## src/rtl/sdrs_pkg.sv

```systemverilog
// Shared types and constants for the SCAN disk request scheduler.
// Used by the channel interfaces, the controller, the datapath and the top level.
// No dependencies.
package sdrs_pkg;

   localparam int ID_W   = 8;
   localparam int CYL_W  = 8;
   localparam int TRK_W  = 5;
   localparam int REC_W  = 3;
   localparam int PEND_W = 5;

   localparam logic CMD_ADD      = 1'b0;
   localparam logic CMD_SCHEDULE = 1'b1;

   typedef struct packed {
      logic [ID_W-1:0]  id;
      logic [CYL_W-1:0] cyl;
      logic [TRK_W-1:0] trk;
      logic [REC_W-1:0] rec;
   } entry_type;

   typedef struct packed {
      logic              picked;
      logic              queue_empty;
      logic              add_rejected;
      entry_type         entry;
      logic              moving_up;
      logic [PEND_W-1:0] pending_count;
   } rsp_data_type;

   // Controller to datapath
   typedef struct packed {
      logic load_item;
      logic add_write;
      logic scan_read;
      logic scan_eval;
      logic decide;
      logic shift_read;
      logic shift_write;
      logic finish;
      logic rsp_load;
   } ctrl_cmd_type;

   // Datapath to controller
   typedef struct packed {
      logic empty;
      logic scan_last;
      logic shift_done;
      logic rsp_free;
   } dp_status_type;

endpackage

```

## src/rtl/sdrs_channels.sv

```systemverilog
// Valid/ready channel interfaces for requests and responses.
// Depends on sdrs_pkg for field widths.
interface sdrs_req_if import sdrs_pkg::*; ();
   logic             valid;
   logic             ready;
   logic             command;
   logic [ID_W-1:0]  request_id;
   logic [CYL_W-1:0] req_cylinder;
   logic [TRK_W-1:0] req_track;
   logic [REC_W-1:0] req_record;

   modport source (output valid, command, request_id, req_cylinder, req_track, req_record,
                   input ready);
   modport sink (input valid, command, request_id, req_cylinder, req_track, req_record,
                 output ready);
endinterface

interface sdrs_rsp_if import sdrs_pkg::*; ();
   logic              valid;
   logic              ready;
   logic              picked;
   logic              queue_empty;
   logic              add_rejected;
   logic [ID_W-1:0]   out_id;
   logic [CYL_W-1:0]  out_cylinder;
   logic [TRK_W-1:0]  out_track;
   logic [REC_W-1:0]  out_record;
   logic              moving_up;
   logic [PEND_W-1:0] pending_count;

   modport source (output valid, picked, queue_empty, add_rejected, out_id, out_cylinder,
                   out_track, out_record, moving_up, pending_count,
                   input ready);
   modport sink (input valid, picked, queue_empty, add_rejected, out_id, out_cylinder,
                 out_track, out_record, moving_up, pending_count,
                 output ready);
endinterface

```

## src/rtl/sdrs_ctrl.sv

```systemverilog
// Sequencing state machine of the scheduler: add, scan, decide, compact, respond.
// Depends on sdrs_pkg; drives the datapath through ctrl_cmd_type.
module sdrs_ctrl import sdrs_pkg::*; (
   input  logic          clock,
   input  logic          reset,
   input  logic          req_valid,
   input  logic          req_command,
   output logic          req_ready,
   input  dp_status_type status,
   output ctrl_cmd_type  cmd
);

   typedef enum logic [8:0] {
      ST_IDLE     = 9'b000000001,
      ST_ADD      = 9'b000000010,
      ST_SCAN_RD  = 9'b000000100,
      ST_SCAN_EV  = 9'b000001000,
      ST_DECIDE   = 9'b000010000,
      ST_SHIFT_RD = 9'b000100000,
      ST_SHIFT_WR = 9'b001000000,
      ST_FINISH   = 9'b010000000,
      ST_DONE     = 9'b100000000
   } state_type;

   state_type state_ff, state_in;

   always_ff @(posedge clock) begin
      if (reset) begin
         state_ff <= ST_IDLE;
      end else begin
         state_ff <= state_in;
      end
   end

   always_comb begin
      state_in  = state_ff;
      cmd       = '0;
      req_ready = 1'b0;
      case (state_ff)
         ST_IDLE: begin
            req_ready = 1'b1;
            if (req_valid) begin
               cmd.load_item = 1'b1;
               if (req_command == CMD_ADD) begin
                  state_in = ST_ADD;
               end else if (status.empty) begin
                  state_in = ST_DONE;
               end else begin
                  state_in = ST_SCAN_RD;
               end
            end
         end
         ST_ADD: begin
            cmd.add_write = 1'b1;
            state_in      = ST_DONE;
         end
         ST_SCAN_RD: begin
            cmd.scan_read = 1'b1;
            state_in      = ST_SCAN_EV;
         end
         ST_SCAN_EV: begin
            cmd.scan_eval = 1'b1;
            state_in      = status.scan_last ? ST_DECIDE : ST_SCAN_RD;
         end
         ST_DECIDE: begin
            cmd.decide = 1'b1;
            state_in   = ST_SHIFT_RD;
         end
         ST_SHIFT_RD: begin
            if (status.shift_done) begin
               state_in = ST_FINISH;
            end else begin
               cmd.shift_read = 1'b1;
               state_in       = ST_SHIFT_WR;
            end
         end
         ST_SHIFT_WR: begin
            cmd.shift_write = 1'b1;
            state_in        = ST_SHIFT_RD;
         end
         ST_FINISH: begin
            cmd.finish = 1'b1;
            state_in   = ST_DONE;
         end
         ST_DONE: begin
            // hold until the output register is free
            if (status.rsp_free) begin
               cmd.rsp_load = 1'b1;
               state_in     = ST_IDLE;
            end
         end
         default: begin
            state_in = ST_IDLE;
         end
      endcase
   end

endmodule

```

## src/rtl/sdrs_datapath.sv

```systemverilog
// Request table memory, head position, scan candidates and response register.
// Depends on sdrs_pkg; commanded by sdrs_ctrl.
module sdrs_datapath import sdrs_pkg::*; #(
   parameter int TABLE_DEPTH       = 16,
   parameter int CYLINDER_COUNT    = 256,
   parameter int RECORDS_PER_TRACK = 8
) (
   input  logic          clock,
   input  logic          reset,
   input  ctrl_cmd_type  cmd,
   output dp_status_type status,
   input  logic          in_command,
   input  entry_type     in_entry,
   input  logic          rsp_ready,
   output logic          rsp_valid,
   output rsp_data_type  rsp_data
);

   localparam int CNT_W = $clog2(TABLE_DEPTH + 1);
   localparam int IDX_W = $clog2(TABLE_DEPTH);
   localparam logic [CNT_W-1:0] FULL_COUNT = CNT_W'(TABLE_DEPTH);
   localparam logic [CYL_W-1:0] CYL_MAX =
      (CYLINDER_COUNT - 1 > 255) ? {CYL_W{1'b1}} : CYL_W'(CYLINDER_COUNT - 1);
   localparam logic [REC_W-1:0] REC_MAX =
      (RECORDS_PER_TRACK - 1 > 7) ? {REC_W{1'b1}} : REC_W'(RECORDS_PER_TRACK - 1);

   entry_type mem [TABLE_DEPTH];
   entry_type rdata_ff;

   logic [CNT_W-1:0] count_ff;
   logic [CNT_W-1:0] idx_ff;
   logic [CYL_W-1:0] head_cyl_ff;
   logic [REC_W-1:0] head_rec_ff;
   logic             sweep_ff;

   entry_type item_ff;
   entry_type pick_ff;
   logic      picked_ff, empty_ff, rej_ff;

   // scan candidates: on the head's cylinder, above it, below it
   logic             on_found_ff, up_found_ff, dn_found_ff;
   logic [REC_W-1:0] on_dist_ff;
   logic [CYL_W-1:0] up_dist_ff, dn_dist_ff;
   logic [CNT_W-1:0] on_slot_ff, up_slot_ff, dn_slot_ff;
   entry_type        on_entry_ff, up_entry_ff, dn_entry_ff;

   logic             rsp_valid_ff;
   rsp_data_type     rsp_data_ff;

   entry_type        sat_entry;
   logic [CNT_W-1:0] idx_next;
   logic             mem_we;
   logic [IDX_W-1:0] mem_waddr, mem_raddr;
   entry_type        mem_wdata;
   logic [REC_W-1:0] e_on_dist;
   logic [CYL_W-1:0] e_up_dist, e_dn_dist;
   logic             e_on, e_up, e_dn;
   logic             take_on, take_up, take_dn;

   assign idx_next = idx_ff + CNT_W'(1);

   always_comb begin
      sat_entry = in_entry;
      if ({24'd0, in_entry.cyl} > 32'(CYLINDER_COUNT - 1)) begin
         sat_entry.cyl = CYL_MAX;
      end
      if ({29'd0, in_entry.rec} > 32'(RECORDS_PER_TRACK - 1)) begin
         sat_entry.rec = REC_MAX;
      end
   end

   assign status.empty      = (count_ff == '0);
   assign status.scan_last  = (idx_next == count_ff);
   assign status.shift_done = (idx_next >= count_ff);
   assign status.rsp_free   = !rsp_valid_ff || rsp_ready;

   // memory ports
   always_comb begin
      mem_we    = 1'b0;
      mem_waddr = idx_ff[IDX_W-1:0];
      mem_wdata = rdata_ff;
      if (cmd.add_write && (count_ff != FULL_COUNT)) begin
         mem_we    = 1'b1;
         mem_waddr = count_ff[IDX_W-1:0];
         mem_wdata = item_ff;
      end else if (cmd.shift_write) begin
         mem_we = 1'b1;
      end
      mem_raddr = cmd.shift_read ? idx_next[IDX_W-1:0] : idx_ff[IDX_W-1:0];
   end

   always_ff @(posedge clock) begin
      if (mem_we) begin
         mem[mem_waddr] <= mem_wdata;
      end
      if (cmd.scan_read || cmd.shift_read) begin
         rdata_ff <= mem[mem_raddr];
      end
   end

   // compare the entry just read against the three candidates
   always_comb begin
      e_on      = (rdata_ff.cyl == head_cyl_ff);
      e_up      = (rdata_ff.cyl > head_cyl_ff);
      e_dn      = (rdata_ff.cyl < head_cyl_ff);
      e_on_dist = (rdata_ff.rec > head_rec_ff) ? rdata_ff.rec - head_rec_ff
                                               : head_rec_ff - rdata_ff.rec;
      e_up_dist = rdata_ff.cyl - head_cyl_ff;
      e_dn_dist = head_cyl_ff - rdata_ff.cyl;
      take_on   = e_on && (!on_found_ff || (e_on_dist < on_dist_ff));
      take_up   = e_up && (!up_found_ff || (e_up_dist < up_dist_ff) ||
                  ((e_up_dist == up_dist_ff) && (rdata_ff.rec < up_entry_ff.rec)));
      take_dn   = e_dn && (!dn_found_ff || (e_dn_dist < dn_dist_ff) ||
                  ((e_dn_dist == dn_dist_ff) && (rdata_ff.rec < dn_entry_ff.rec)));
   end

   // control registers
   always_ff @(posedge clock) begin
      if (reset) begin
         count_ff     <= '0;
         head_cyl_ff  <= '0;
         head_rec_ff  <= '0;
         sweep_ff     <= 1'b1;
         rsp_valid_ff <= 1'b0;
         on_found_ff  <= 1'b0;
         up_found_ff  <= 1'b0;
         dn_found_ff  <= 1'b0;
         picked_ff    <= 1'b0;
         empty_ff     <= 1'b0;
         rej_ff       <= 1'b0;
         idx_ff       <= '0;
      end else begin
         if (cmd.load_item) begin
            idx_ff      <= '0;
            on_found_ff <= 1'b0;
            up_found_ff <= 1'b0;
            dn_found_ff <= 1'b0;
            picked_ff   <= 1'b0;
            rej_ff      <= 1'b0;
            empty_ff    <= (in_command == CMD_SCHEDULE) && (count_ff == '0);
         end
         if (cmd.add_write) begin
            if (count_ff == FULL_COUNT) begin
               rej_ff <= 1'b1;
            end else begin
               count_ff <= count_ff + CNT_W'(1);
            end
         end
         if (cmd.scan_eval) begin
            idx_ff <= idx_next;
            if (take_on) on_found_ff <= 1'b1;
            if (take_up) up_found_ff <= 1'b1;
            if (take_dn) dn_found_ff <= 1'b1;
         end
         if (cmd.decide) begin
            picked_ff <= 1'b1;
            if (on_found_ff) begin
               idx_ff      <= on_slot_ff;
               head_cyl_ff <= on_entry_ff.cyl;
               head_rec_ff <= on_entry_ff.rec;
            end else if (sweep_ff ? up_found_ff : !dn_found_ff) begin
               // continue upward, or reverse to upward when nothing lies below
               sweep_ff    <= 1'b1;
               idx_ff      <= up_slot_ff;
               head_cyl_ff <= up_entry_ff.cyl;
               head_rec_ff <= up_entry_ff.rec;
            end else begin
               sweep_ff    <= 1'b0;
               idx_ff      <= dn_slot_ff;
               head_cyl_ff <= dn_entry_ff.cyl;
               head_rec_ff <= dn_entry_ff.rec;
            end
         end
         if (cmd.shift_write) begin
            idx_ff <= idx_next;
         end
         if (cmd.finish) begin
            count_ff <= count_ff - CNT_W'(1);
         end
         if (cmd.rsp_load) begin
            rsp_valid_ff <= 1'b1;
         end else if (rsp_ready) begin
            rsp_valid_ff <= 1'b0;
         end
      end
   end

   // payload registers
   always_ff @(posedge clock) begin
      if (cmd.load_item) begin
         item_ff <= sat_entry;
      end
      if (cmd.scan_eval) begin
         if (take_on) begin
            on_dist_ff  <= e_on_dist;
            on_slot_ff  <= idx_ff;
            on_entry_ff <= rdata_ff;
         end
         if (take_up) begin
            up_dist_ff  <= e_up_dist;
            up_slot_ff  <= idx_ff;
            up_entry_ff <= rdata_ff;
         end
         if (take_dn) begin
            dn_dist_ff  <= e_dn_dist;
            dn_slot_ff  <= idx_ff;
            dn_entry_ff <= rdata_ff;
         end
      end
      if (cmd.decide) begin
         if (on_found_ff) begin
            pick_ff <= on_entry_ff;
         end else if (sweep_ff ? up_found_ff : !dn_found_ff) begin
            pick_ff <= up_entry_ff;
         end else begin
            pick_ff <= dn_entry_ff;
         end
      end
      if (cmd.rsp_load) begin
         rsp_data_ff.picked        <= picked_ff;
         rsp_data_ff.queue_empty   <= empty_ff;
         rsp_data_ff.add_rejected  <= rej_ff;
         rsp_data_ff.entry         <= picked_ff ? pick_ff : '0;
         rsp_data_ff.moving_up     <= sweep_ff;
         rsp_data_ff.pending_count <= PEND_W'(count_ff);
      end
   end

   assign rsp_valid = rsp_valid_ff;
   assign rsp_data  = rsp_data_ff;

endmodule

```

## src/rtl/scan_disk_request_scheduler_unit.sv

```systemverilog
// Top level of the SCAN (elevator) disk request scheduler.
// Depends on sdrs_pkg, sdrs_channels, sdrs_ctrl and sdrs_datapath.
//
//   channel   direction   handshake          carries
//   req_bus   in          valid/ready        command, request_id, req_cylinder, req_track,
//                                            req_record
//   rsp_bus   out         valid/ready        picked, queue_empty, add_rejected, out_*,
//                                            moving_up, pending_count
//
// One transaction at a time. A schedule over N pending entries scans every entry and then
// compacts the entries after the picked slot; the table memory has one registered read port,
// so the scan and the compaction each spend a read state and a second state per entry.
// Reset is synchronous; it clears the count, head, direction and handshake state. Table
// contents are not cleared; only entries below the count are read.
// The output register lets a finished response wait while the next request is accepted;
// a following response holds in the controller until the register frees.
module scan_disk_request_scheduler_unit import sdrs_pkg::*; #(
   parameter int TABLE_DEPTH       = 16,
   parameter int CYLINDER_COUNT    = 256,
   parameter int RECORDS_PER_TRACK = 8
) (
   input logic        clock,
   input logic        reset,
   sdrs_req_if.sink   req_bus,
   sdrs_rsp_if.source rsp_bus
);

   ctrl_cmd_type  cmd;
   dp_status_type status;
   entry_type     in_entry;
   rsp_data_type  rsp_data;
   logic          rsp_valid;

   assign in_entry.id  = req_bus.request_id;
   assign in_entry.cyl = req_bus.req_cylinder;
   assign in_entry.trk = req_bus.req_track;
   assign in_entry.rec = req_bus.req_record;

   sdrs_ctrl u_ctrl (
      .clock       (clock),
      .reset       (reset),
      .req_valid   (req_bus.valid),
      .req_command (req_bus.command),
      .req_ready   (req_bus.ready),
      .status      (status),
      .cmd         (cmd)
   );

   sdrs_datapath #(
      .TABLE_DEPTH       (TABLE_DEPTH),
      .CYLINDER_COUNT    (CYLINDER_COUNT),
      .RECORDS_PER_TRACK (RECORDS_PER_TRACK)
   ) u_datapath (
      .clock      (clock),
      .reset      (reset),
      .cmd        (cmd),
      .status     (status),
      .in_command (req_bus.command),
      .in_entry   (in_entry),
      .rsp_ready  (rsp_bus.ready),
      .rsp_valid  (rsp_valid),
      .rsp_data   (rsp_data)
   );

   assign rsp_bus.valid         = rsp_valid;
   assign rsp_bus.picked        = rsp_data.picked;
   assign rsp_bus.queue_empty   = rsp_data.queue_empty;
   assign rsp_bus.add_rejected  = rsp_data.add_rejected;
   assign rsp_bus.out_id        = rsp_data.entry.id;
   assign rsp_bus.out_cylinder  = rsp_data.entry.cyl;
   assign rsp_bus.out_track     = rsp_data.entry.trk;
   assign rsp_bus.out_record    = rsp_data.entry.rec;
   assign rsp_bus.moving_up     = rsp_data.moving_up;
   assign rsp_bus.pending_count = rsp_data.pending_count;

   // at most one outcome flag per response
   a_outcome_flags: assert property (@(posedge clock) disable iff (reset)
      rsp_valid |-> $onehot0({rsp_data.picked, rsp_data.queue_empty, rsp_data.add_rejected}))
      else $error("conflicting outcome flags");

   // a picked request always lies inside the saturated ranges
   a_pick_range: assert property (@(posedge clock) disable iff (reset)
      (rsp_valid && rsp_data.picked) |->
         (({24'd0, rsp_data.entry.cyl} <= 32'(CYLINDER_COUNT - 1)) &&
          ({29'd0, rsp_data.entry.rec} <= 32'(RECORDS_PER_TRACK - 1))))
      else $error("picked request out of range");

   // an accepted transaction takes the controller out of idle
   a_busy_after_accept: assert property (@(posedge clock) disable iff (reset)
      (req_bus.valid && req_bus.ready) |=> !req_bus.ready)
      else $error("request accepted while busy");

   // a response load only happens into a free output register
   a_no_overwrite: assert property (@(posedge clock) disable iff (reset)
      cmd.rsp_load |-> (!rsp_valid || rsp_bus.ready))
      else $error("response overwritten");

endmodule

```

## src/flat_wrapper.sv

```systemverilog
// flat-port wrapper written by rule: the top's interface ports become plain ports
module scan_disk_request_scheduler_unit_flat import sdrs_pkg::*;
#(
   parameter int TABLE_DEPTH       = 16,
   parameter int CYLINDER_COUNT    = 256,
   parameter int RECORDS_PER_TRACK = 8
)
  (clock, reset, req_bus_valid, req_bus_command, req_bus_request_id, req_bus_req_cylinder, req_bus_req_track, req_bus_req_record, req_bus_ready, rsp_bus_valid, rsp_bus_picked, rsp_bus_queue_empty, rsp_bus_add_rejected, rsp_bus_out_id, rsp_bus_out_cylinder, rsp_bus_out_track, rsp_bus_out_record, rsp_bus_moving_up, rsp_bus_pending_count, rsp_bus_ready);
  sdrs_req_if req_bus_i ();
  sdrs_rsp_if rsp_bus_i ();
  input logic clock;
  input logic reset;
  input wire logic [$bits(req_bus_i.valid)-1:0] req_bus_valid;
  input wire logic [$bits(req_bus_i.command)-1:0] req_bus_command;
  input wire logic [$bits(req_bus_i.request_id)-1:0] req_bus_request_id;
  input wire logic [$bits(req_bus_i.req_cylinder)-1:0] req_bus_req_cylinder;
  input wire logic [$bits(req_bus_i.req_track)-1:0] req_bus_req_track;
  input wire logic [$bits(req_bus_i.req_record)-1:0] req_bus_req_record;
  output wire logic [$bits(req_bus_i.ready)-1:0] req_bus_ready;
  output wire logic [$bits(rsp_bus_i.valid)-1:0] rsp_bus_valid;
  output wire logic [$bits(rsp_bus_i.picked)-1:0] rsp_bus_picked;
  output wire logic [$bits(rsp_bus_i.queue_empty)-1:0] rsp_bus_queue_empty;
  output wire logic [$bits(rsp_bus_i.add_rejected)-1:0] rsp_bus_add_rejected;
  output wire logic [$bits(rsp_bus_i.out_id)-1:0] rsp_bus_out_id;
  output wire logic [$bits(rsp_bus_i.out_cylinder)-1:0] rsp_bus_out_cylinder;
  output wire logic [$bits(rsp_bus_i.out_track)-1:0] rsp_bus_out_track;
  output wire logic [$bits(rsp_bus_i.out_record)-1:0] rsp_bus_out_record;
  output wire logic [$bits(rsp_bus_i.moving_up)-1:0] rsp_bus_moving_up;
  output wire logic [$bits(rsp_bus_i.pending_count)-1:0] rsp_bus_pending_count;
  input wire logic [$bits(rsp_bus_i.ready)-1:0] rsp_bus_ready;
  assign req_bus_i.valid = req_bus_valid;
  assign req_bus_i.command = req_bus_command;
  assign req_bus_i.request_id = req_bus_request_id;
  assign req_bus_i.req_cylinder = req_bus_req_cylinder;
  assign req_bus_i.req_track = req_bus_req_track;
  assign req_bus_i.req_record = req_bus_req_record;
  assign req_bus_ready = req_bus_i.ready;
  assign rsp_bus_valid = rsp_bus_i.valid;
  assign rsp_bus_picked = rsp_bus_i.picked;
  assign rsp_bus_queue_empty = rsp_bus_i.queue_empty;
  assign rsp_bus_add_rejected = rsp_bus_i.add_rejected;
  assign rsp_bus_out_id = rsp_bus_i.out_id;
  assign rsp_bus_out_cylinder = rsp_bus_i.out_cylinder;
  assign rsp_bus_out_track = rsp_bus_i.out_track;
  assign rsp_bus_out_record = rsp_bus_i.out_record;
  assign rsp_bus_moving_up = rsp_bus_i.moving_up;
  assign rsp_bus_pending_count = rsp_bus_i.pending_count;
  assign rsp_bus_i.ready = rsp_bus_ready;
  scan_disk_request_scheduler_unit #(.TABLE_DEPTH(TABLE_DEPTH), .CYLINDER_COUNT(CYLINDER_COUNT), .RECORDS_PER_TRACK(RECORDS_PER_TRACK)) u_core (.clock(clock), .reset(reset), .req_bus(req_bus_i), .rsp_bus(rsp_bus_i));
endmodule
```

## config.mk

```make
export PLATFORM = sky130hd
export DESIGN_NAME = scan_disk_request_scheduler_unit_flat
export DESIGN_NICKNAME = d
export VERILOG_FILES = /design/src/rtl/sdrs_pkg.sv /design/src/rtl/sdrs_channels.sv /design/src/rtl/sdrs_ctrl.sv /design/src/rtl/sdrs_datapath.sv /design/src/rtl/scan_disk_request_scheduler_unit.sv /design/src/flat_wrapper.sv
export SDC_FILE = /design/constraint.sdc
export NUM_CORES = 1
export LEC_CHECK = 0
export ABC_AREA = 1
export BUFFER_PORTS_ARGS = -buffer_cell sky130_fd_sc_hd__buf_2
export CAP_MARGIN = 40
export CORE_AREA = 8 8 273 275
export DETAILED_ROUTE_END_ITERATION = 8
export DIE_AREA = 0 0 281 283
export PLACE_DENSITY = 0.63
export SLEW_MARGIN = 20
export SYNTH_ARGS = -nofsm -noshare
export SYNTH_HDL_FRONTEND = slang
export SYNTH_SLANG_ARGS = --single-unit
```

## constraint.sdc

```tcl
create_clock -name clock -period 5.56 [get_ports clock]
set_input_delay 0.834 -clock clock [delete_from_list [all_inputs] [get_ports clock]]
set_output_delay 0.834 -clock clock [all_outputs]
set_load 0.02 [all_outputs]
```

==> results.md, run 1 <==
* Initial core utilization at 0.3943
* Combinational power share at 0.081
* Family with the most delay on the worst path: simple AND/OR/NAND/NOR gates
* DR vias at 18431
* Bufs on Longest Clock Path at 3
* Fin. Hold Viols at 0
* Mapped cell area at 0.02780 mm2
* CTS Buf Count at 68
* Sink Count at 633
* Leakage at 12.47 nW
* Mux cell area share after synthesis at 0.0007650
* Crit-path max FO at 50
* PD cells at 329.0 mW/mm2
* Commonest cells post-synth: 595 x edfxtp_1, 445 x nand2_1, 444 x nand3_1, 416 x inv_1, 96 x nand3b_1
* Worst-skew pair later-pin latency at 600 ps
* Part of the power in registers at 0.507
* CTS tree: done
* Async set-reset flop share out of synthesis at 0
* Max-slew violations at 0
* DIE AREA at 0.07952 mm2
* Buf/Inv on CP at 1
* Die W at 281 um
* Top-Level Pins at 64
* Htree depth at 3
* GP Congestion at 0.8601
* Worst EP required at 6030 ps
* Layout cells sized above 1 at 0.09721
* First-pass GRT wire length at 107600 um
* Worst Path Arrival at 4650 ps
* 1st-pass router iterations at 5
* Core Util, Final at 0.4472
* Compound-Gate Fraction of Synth Area at 0.03065
* Register-to-register setup slack at 1370 ps
* Cell Int Power at 7.931 mW
* Leading area contributor after synthesis: edfxtp_1
* Crit path largest cell delay at 620 ps
* Hold-fix buffers, CTS at 0
* Routed wire length per instance at 19.89 um
* Worst Max-Slew Pin Slew at 834.3 ps
* Design area at 0.03153 mm2
* Post-synth top area share at 0.6426
* Synth Instances at 2502
* Max_cap viols at 0
* Postcts setup bufs at 0
* DRT antenna net count at 0
* Final setup fails at 0
* Clk network pwr share at 0.411
* Max frequency at 238.8 MHz
* Relative slew margins at 0.4438
* Largest family of logic cells by synthesized area: simple AND/OR/NAND/NOR gates
* Via density per instance at 5.171
* Cell Area, Placed at 0.02944 mm2
* Routed wire length at 70890 um
* Post-route DRC at 0
* Largest net degree at the start of global routing at 145
* DIE HEIGHT at 283 um
* Setup crit end kind: flip-flop
* Grt ovf at 0
* Synth Area in XOR/XNOR at 0.005670
* Most common cell in the netlist: edfxtp_1
* Ys Warns at 0
* Number of synthesized flops with an enable pin at 595
* Buffers added on ports at 63
* Clock Skews at 30.96 ps
* Sw Ratio at 0.2355
* Mean area per synthesized cell at 11.11 um2
* Switching Power at 2.443 mW
* Worst setup SP type: flip-flop
* Simple-gate area share of the yosys netlist at 0.1856
* Register area share after synthesis at 0.6700
* CP Class: reg -> reg
* Number of global-route vias before repair at 18094
* Initial antenna violation count at 0
* Number of distinct library cells after synthesis at 45
* Core ar. at 0.07051 mm2
* RSZ-0062 raised after global routing: no
* TNS Setup at 0 ps
* Peak supply drop at 0.0002009 V
* Min Tclk post-route at 4187 ps
* CTS root buf: clkbuf_16
* Synthesized Nets at 2587
* Tot Pwr at 10.37 mW
* Most used DFF post-synth: edfxtp_1
* Post-DP HPWL at 40660 um
* Worst min path class: in -> reg
* Post-CTS resize count at 0
* CP max stage cell: buf_4
* Crit share post-route at 0.7531
* Num rows at 98
* Clock transition at the registers of the reported paths at 70 ps
* #FFs+latches synth at 633
* Top cells by area, synth: edfxtp_1 64%, nand3_1 8.0%, nand2_1 6.0%
* Worst-path cell chain: ha_1 > xor2_1 > ha_1 > nand2_1 > nor2_2 > nand2_1 > nand2_1 > nor2_2 > nand3_1 > nand2_4 > buf_4 > nand3_1 > nand3_1 > nand3_1 > nand2_1
* Area Growth Syn to Fin at 13.40%
* Post-Synth Adder-Cell Area at 0.02655
* DR iter-0 viols at 1610
* Layout Nets at 2652
* Tot GR Track Use at 0.1747
* Outcome: completed
==> cell type report <==
| cell class | instances | area [um2] |
|---|---|---|
| repair buffers | 119 | 993.5 |
| clock buffers | 90 | 1826 |
| multi-input cells | 1323 | 7063 |
| fillers | 6364 | 38980 |
| well taps | 950 | 1189 |
| clock inverters | 26 | 244.0 |
| flip-flops and latches | 633 | 18630 |
| diodes | 1 | 2.502 |
| inverters | 422 | 1584 |
==> path summary, 6_finish.rpt <==
path,start,to,cells after the start
worst max-delay path,u_core.u_datapath.idx_ff[0]$_SDFFE_PP0P_,u_core.u_datapath.rdata_ff[17]$_DFFE_PP_,15
worst min-delay path,req_bus_request_id[7],u_core.u_datapath.item_ff[23]$_DFFE_PP_,1
worst max register to register,u_core.u_datapath.idx_ff[0]$_SDFFE_PP0P_,u_core.u_datapath.rdata_ff[17]$_DFFE_PP_,15
worst min register to register,u_core.u_datapath.empty_ff$_SDFFE_PP0P_,u_core.u_datapath.rsp_data[31]$_DFFE_PP_,0
==> power by group through the flow <==
stage / logic (mW) / clock network [mW] / registers (mW)
floorplan: 0.601 / 0 / 5.37
global placement: 0.821 / 0 / 5.36
detailed placement: 0.841 / 0 / 5.36
CTS: 0.844 / 4.35 / 5.26
global route: 0.931 / 4.52 / 5.27
finish: 0.843 / 4.27 / 5.26
==> cell families (layout without fill, tap and decap cells) <==
family / after synthesis / in the layout
flops: 633 / 633
fa+ha+maj: 56 / 56
buf+inv: 546 / 657
other cells: 0 / 1
simple gates: 1095 / 1095
mux: 2 / 2
compound gates: 152 / 152
xor+xnor: 18 / 18
==> metal layers <==
layer	GRT usage	routed length (um)	up-vias
met1	0.2233	28660	8938
met3	0.03173	5814	152
met4	0.07160	2245	0
met2	0.2909	34180	751
li1	-	-	8590
met5	0	0	-
==> registers in the layout, indices dropped and copies added, names as in the netlist, 8 cells and up <==
name,count
u_core.u_datapath.item_ff,24
u_core.u_datapath.on_entry_ff,24
u_core.u_datapath.up_dist_ff,8
u_core.u_datapath.rsp_data,33
u_core.u_datapath.pick_ff,24
u_core.u_datapath.up_entry_ff,24
u_core.u_datapath.head_cyl_ff,8
u_core.u_datapath.dn_dist_ff,8
u_core.u_ctrl.state_ff,9
u_core.u_datapath.dn_entry_ff,24
u_core.u_datapath.mem,384
u_core.u_datapath.rdata_ff,24
==> metrics by stage <==
stage,hold slack (ps),setup slack [ps],std cells
2_1_floorplan,406.4,930.4,2502
3_3_place_gp,418.9,1594,3433
3_5_place_dp,420.2,1430,3446
4_1_cts,375.4,1388,3562
5_1_grt,392.8,1091,3563
6_report,409.6,1373,3564
==> cell usage in the layout, fill, tap and decap left out, types with 51 or more instances in the layout <==
cell type,Yosys,routed
a21oi_1,84,84
buf_2,49,64
clkbuf_16,0,69
edfxtp_1,595,595
ha_1,51,51
inv_1,416,416
nand2_1,445,443
nand3_1,444,443
nand3b_1,96,96
nor2_1,71,52
(Power assumes the default switching activity.)
==> run 2, diff against run 1 <==
- clock period: 5.56 -> 4.3 ns (I/O delays scaled with it)
==> results.md, run 2 (synthesis gave the netlist of run 1 again) <==
* Cell Int Power at 10.32 mW (+30%)
* TNS Setup at 0 ps (unchanged)
* Layout Nets at 2657 (+0.19%)
* RSZ-0062 raised after global routing: no
* Initial antenna violation count at 0 (unchanged)
* Worst-skew pair later-pin latency at 600 ps (about the same)
* Peak supply drop at 0.0002705 V (+35%)
* Routed wire length at 69380 um (-2.1%)
* 1st-pass router iterations at 5 (unchanged)
* N_diodes at 0 (-1)
* Post-DP HPWL at 39980 um (-1.7%)
* Layout cells sized above 1 at 0.09962 (+0.002412)
* DR iter-0 viols at 1725 (+7.1%)
* Number of global-route vias before repair at 17940 (-0.85%)
* Top-Level Pins at 64 (unchanged)
* Clk network pwr share at 0.412 (about the same)
* CTS root buf: clkbuf_16
* Cell Area, Placed at 0.02943 mm2 (about the same)
* Sink Count at 633 (unchanged)
* Via density per instance at 5.098 (-1.4%)
* Grt ovf at 0 (unchanged)
* DR vias at 18199 (-1.3%)
* Worst setup margin at 492.2 ps (-880.7 ps)
* Sw Ratio at 0.2350 (-0.0005592)
* Die W at 281 um (unchanged)
* Min Tclk post-route at 3808 ps (-379.3 ps)
* CTS Buf Count at 67 (-1.5%)
* Design area at 0.03154 mm2 (about the same)
* Core ar. at 0.07051 mm2 (unchanged)
* Num rows at 98 (unchanged)
* DRT antenna net count at 0 (unchanged)
* Htree depth at 3 (unchanged)
* Worst EP required at 4760 ps (-1270 ps)
* Leakage at 12.50 nW (+0.19%)
* Tot GR Track Use at 0.1720 (-0.002706)
* Max FFs per register at 384 (unchanged)
* Outcome: completed
* Worst setup SP type: flip-flop
* Core Util, Final at 0.4473 (about the same)
* Worst Path Arrival at 4260 ps (-390 ps)
* Commonest non-fill, non-tap cell in the layout: edfxtp_1
* Largest net degree at the start of global routing at 145 (unchanged)
* Worst min path class: in -> reg
* First-pass GRT wire length at 106500 um (-0.99%)
* PD cells at 427.8 mW/mm2 (+30%)
* Clock Skews at 16.55 ps (-14.41 ps)
* CTS tree: done
* Clock transition at the registers of the reported paths at 60 ps (about the same)
* DIE HEIGHT at 283 um (unchanged)
* Worst Max-Slew Pin Slew at 900.3 ps (+66.01 ps)
* Switching Power at 3.170 mW (+30%)
* Routed wire length per instance at 19.43 um (-2.3%)
* Setup crit end kind: flip-flop
* Largest reg by FF count: u_core.u_datapath.mem
* Max frequency at 262.6 MHz (+10%)
* Hold-fix buffers, CTS at 0 (unchanged)
* Crit-path max FO at 42 (-16%)
* CP max stage cell: buf_4
* Post-CTS resize count at 0 (unchanged)
* Pre-CTS WS at 578.8 ps (-850.8 ps)
* Combinational power share at 0.083 (+0.002)
* Max-slew violations at 0 (unchanged)
* GP Congestion at 0.8494 (-1.2%)
* Crit share post-route at 0.8855 (+0.1325)
* Area Growth Syn to Fin at 13.42% (about the same)
* Final setup fails at 0 (unchanged)
* Postcts setup bufs at 0 (unchanged)
* Initial core utilization at 0.3943 (unchanged)
* Fill cells at 6368 (+0.063%)
* Most frequent cells in the layout: 595 x edfxtp_1, 444 x nand2_1, 443 x nand3_1
* DIE AREA at 0.07952 mm2 (unchanged)
* Crit path largest cell delay at 570 ps (-50 ps)
* Worst-path cell chain: ha_1 > xor2_1 > ha_1 > nand2_1 > nor2_2 > nand2_1 > nand2_1 > nor2_2 > nand3_1 > nand2_4 > buf_4 > nand3_1 > nand3_1 > nand3_1 > nand2_1
* CP Class: reg -> reg
* Relative slew margins at 0.3998 (-0.04401)
* Fin. Hold Viols at 0 (unchanged)
* Max_cap viols at 0 (unchanged)
* Buffers added on ports at 63 (unchanged)
* Post-route DRC at 0 (unchanged)
* Bufs on Longest Clock Path at 3 (unchanged)
* Part of the power in registers at 0.504 (-0.003)
==> run 2: cell count changes in the layout (fill, tap and decap cells not counted), sizes merged <==
cell	before	now
clkbuf	90	85
clkinv	21	24
buf	119	125
diode	1	0
bufinv	3	5
inv	422	423
==> run 2: path summary, 6_finish.rpt <==
| path | start | cells after the start | to | slack [ps] |
|---|---|---|---|---|
| setup / recovery | u_core.u_datapath.idx_ff[1]$_SDFFE_PP0P_ | 15 | u_core.u_datapath.rdata_ff[8]$_DFFE_PP_ | 490 |
| hold / removal | req_bus_request_id[1] | 1 | u_core.u_datapath.item_ff[17]$_DFFE_PP_ | 220 |
| setup reg to reg | u_core.u_datapath.idx_ff[1]$_SDFFE_PP0P_ | 15 | u_core.u_datapath.rdata_ff[8]$_DFFE_PP_ | 490 |
| hold reg to reg | u_core.u_datapath.empty_ff$_SDFFE_PP0P_ | 0 | u_core.u_datapath.rsp_data[31]$_DFFE_PP_ | 440 |
==> run 2: cell type report <==
type / count / area, um2 / share of cell area
timing repair buffer: 125 / 973.4 / 0.03087
inverter: 422 / 1584 / 0.05023
clock inverter: 32 / 326.6 / 0.01036
tap: 950 / 1189 / 0.03769
multi-input combinational: 1323 / 7071 / 0.2242
clock buffer: 85 / 1764 / 0.05594
sequential: 633 / 18630 / 0.5907
==> run 2: worst max-delay path: cells and delay by family, from the launching register on <==
family,cells,cell delay [ps]
adders and majority gates,2,570
buffers and inverters,1,570
xor gates and xnor gates,1,370
and+or+nand+nor,11,1630
DFF,1,470
==> run 2: power by group through the flow <==
stage / clock [mW] / combinational [mW] / sequential [mW]
finish: 5.56 / 1.12 / 6.80
global route: 5.89 / 1.24 / 6.80
CTS: 5.66 / 1.13 / 6.80
detailed placement: 0 / 1.12 / 6.93
global placement: 0 / 1.09 / 6.93
floorplan: 0 / 0.778 / 6.94
==> run 2: metal layers <==
metal / wire (um) / global-route usage / share of wire
met1: 28840 / 0.2232 / 0.42
met2: 34270 / 0.2943 / 0.49
met3: 4448 / 0.02203 / 0.064
met4: 1817 / 0.05986 / 0.026
met5: 0 / 0 / 0
==> run 2: through the flow <==
step	total power, mW	hold slack (ps)	instances
floorplan	7.715	406.4	2502
global placement	8.020	423.1	3449
detailed placement	8.050	418.5	3452
CTS	13.58	172.5	3569
global route	13.93	199.0	3570
finish	13.49	221.0	3570
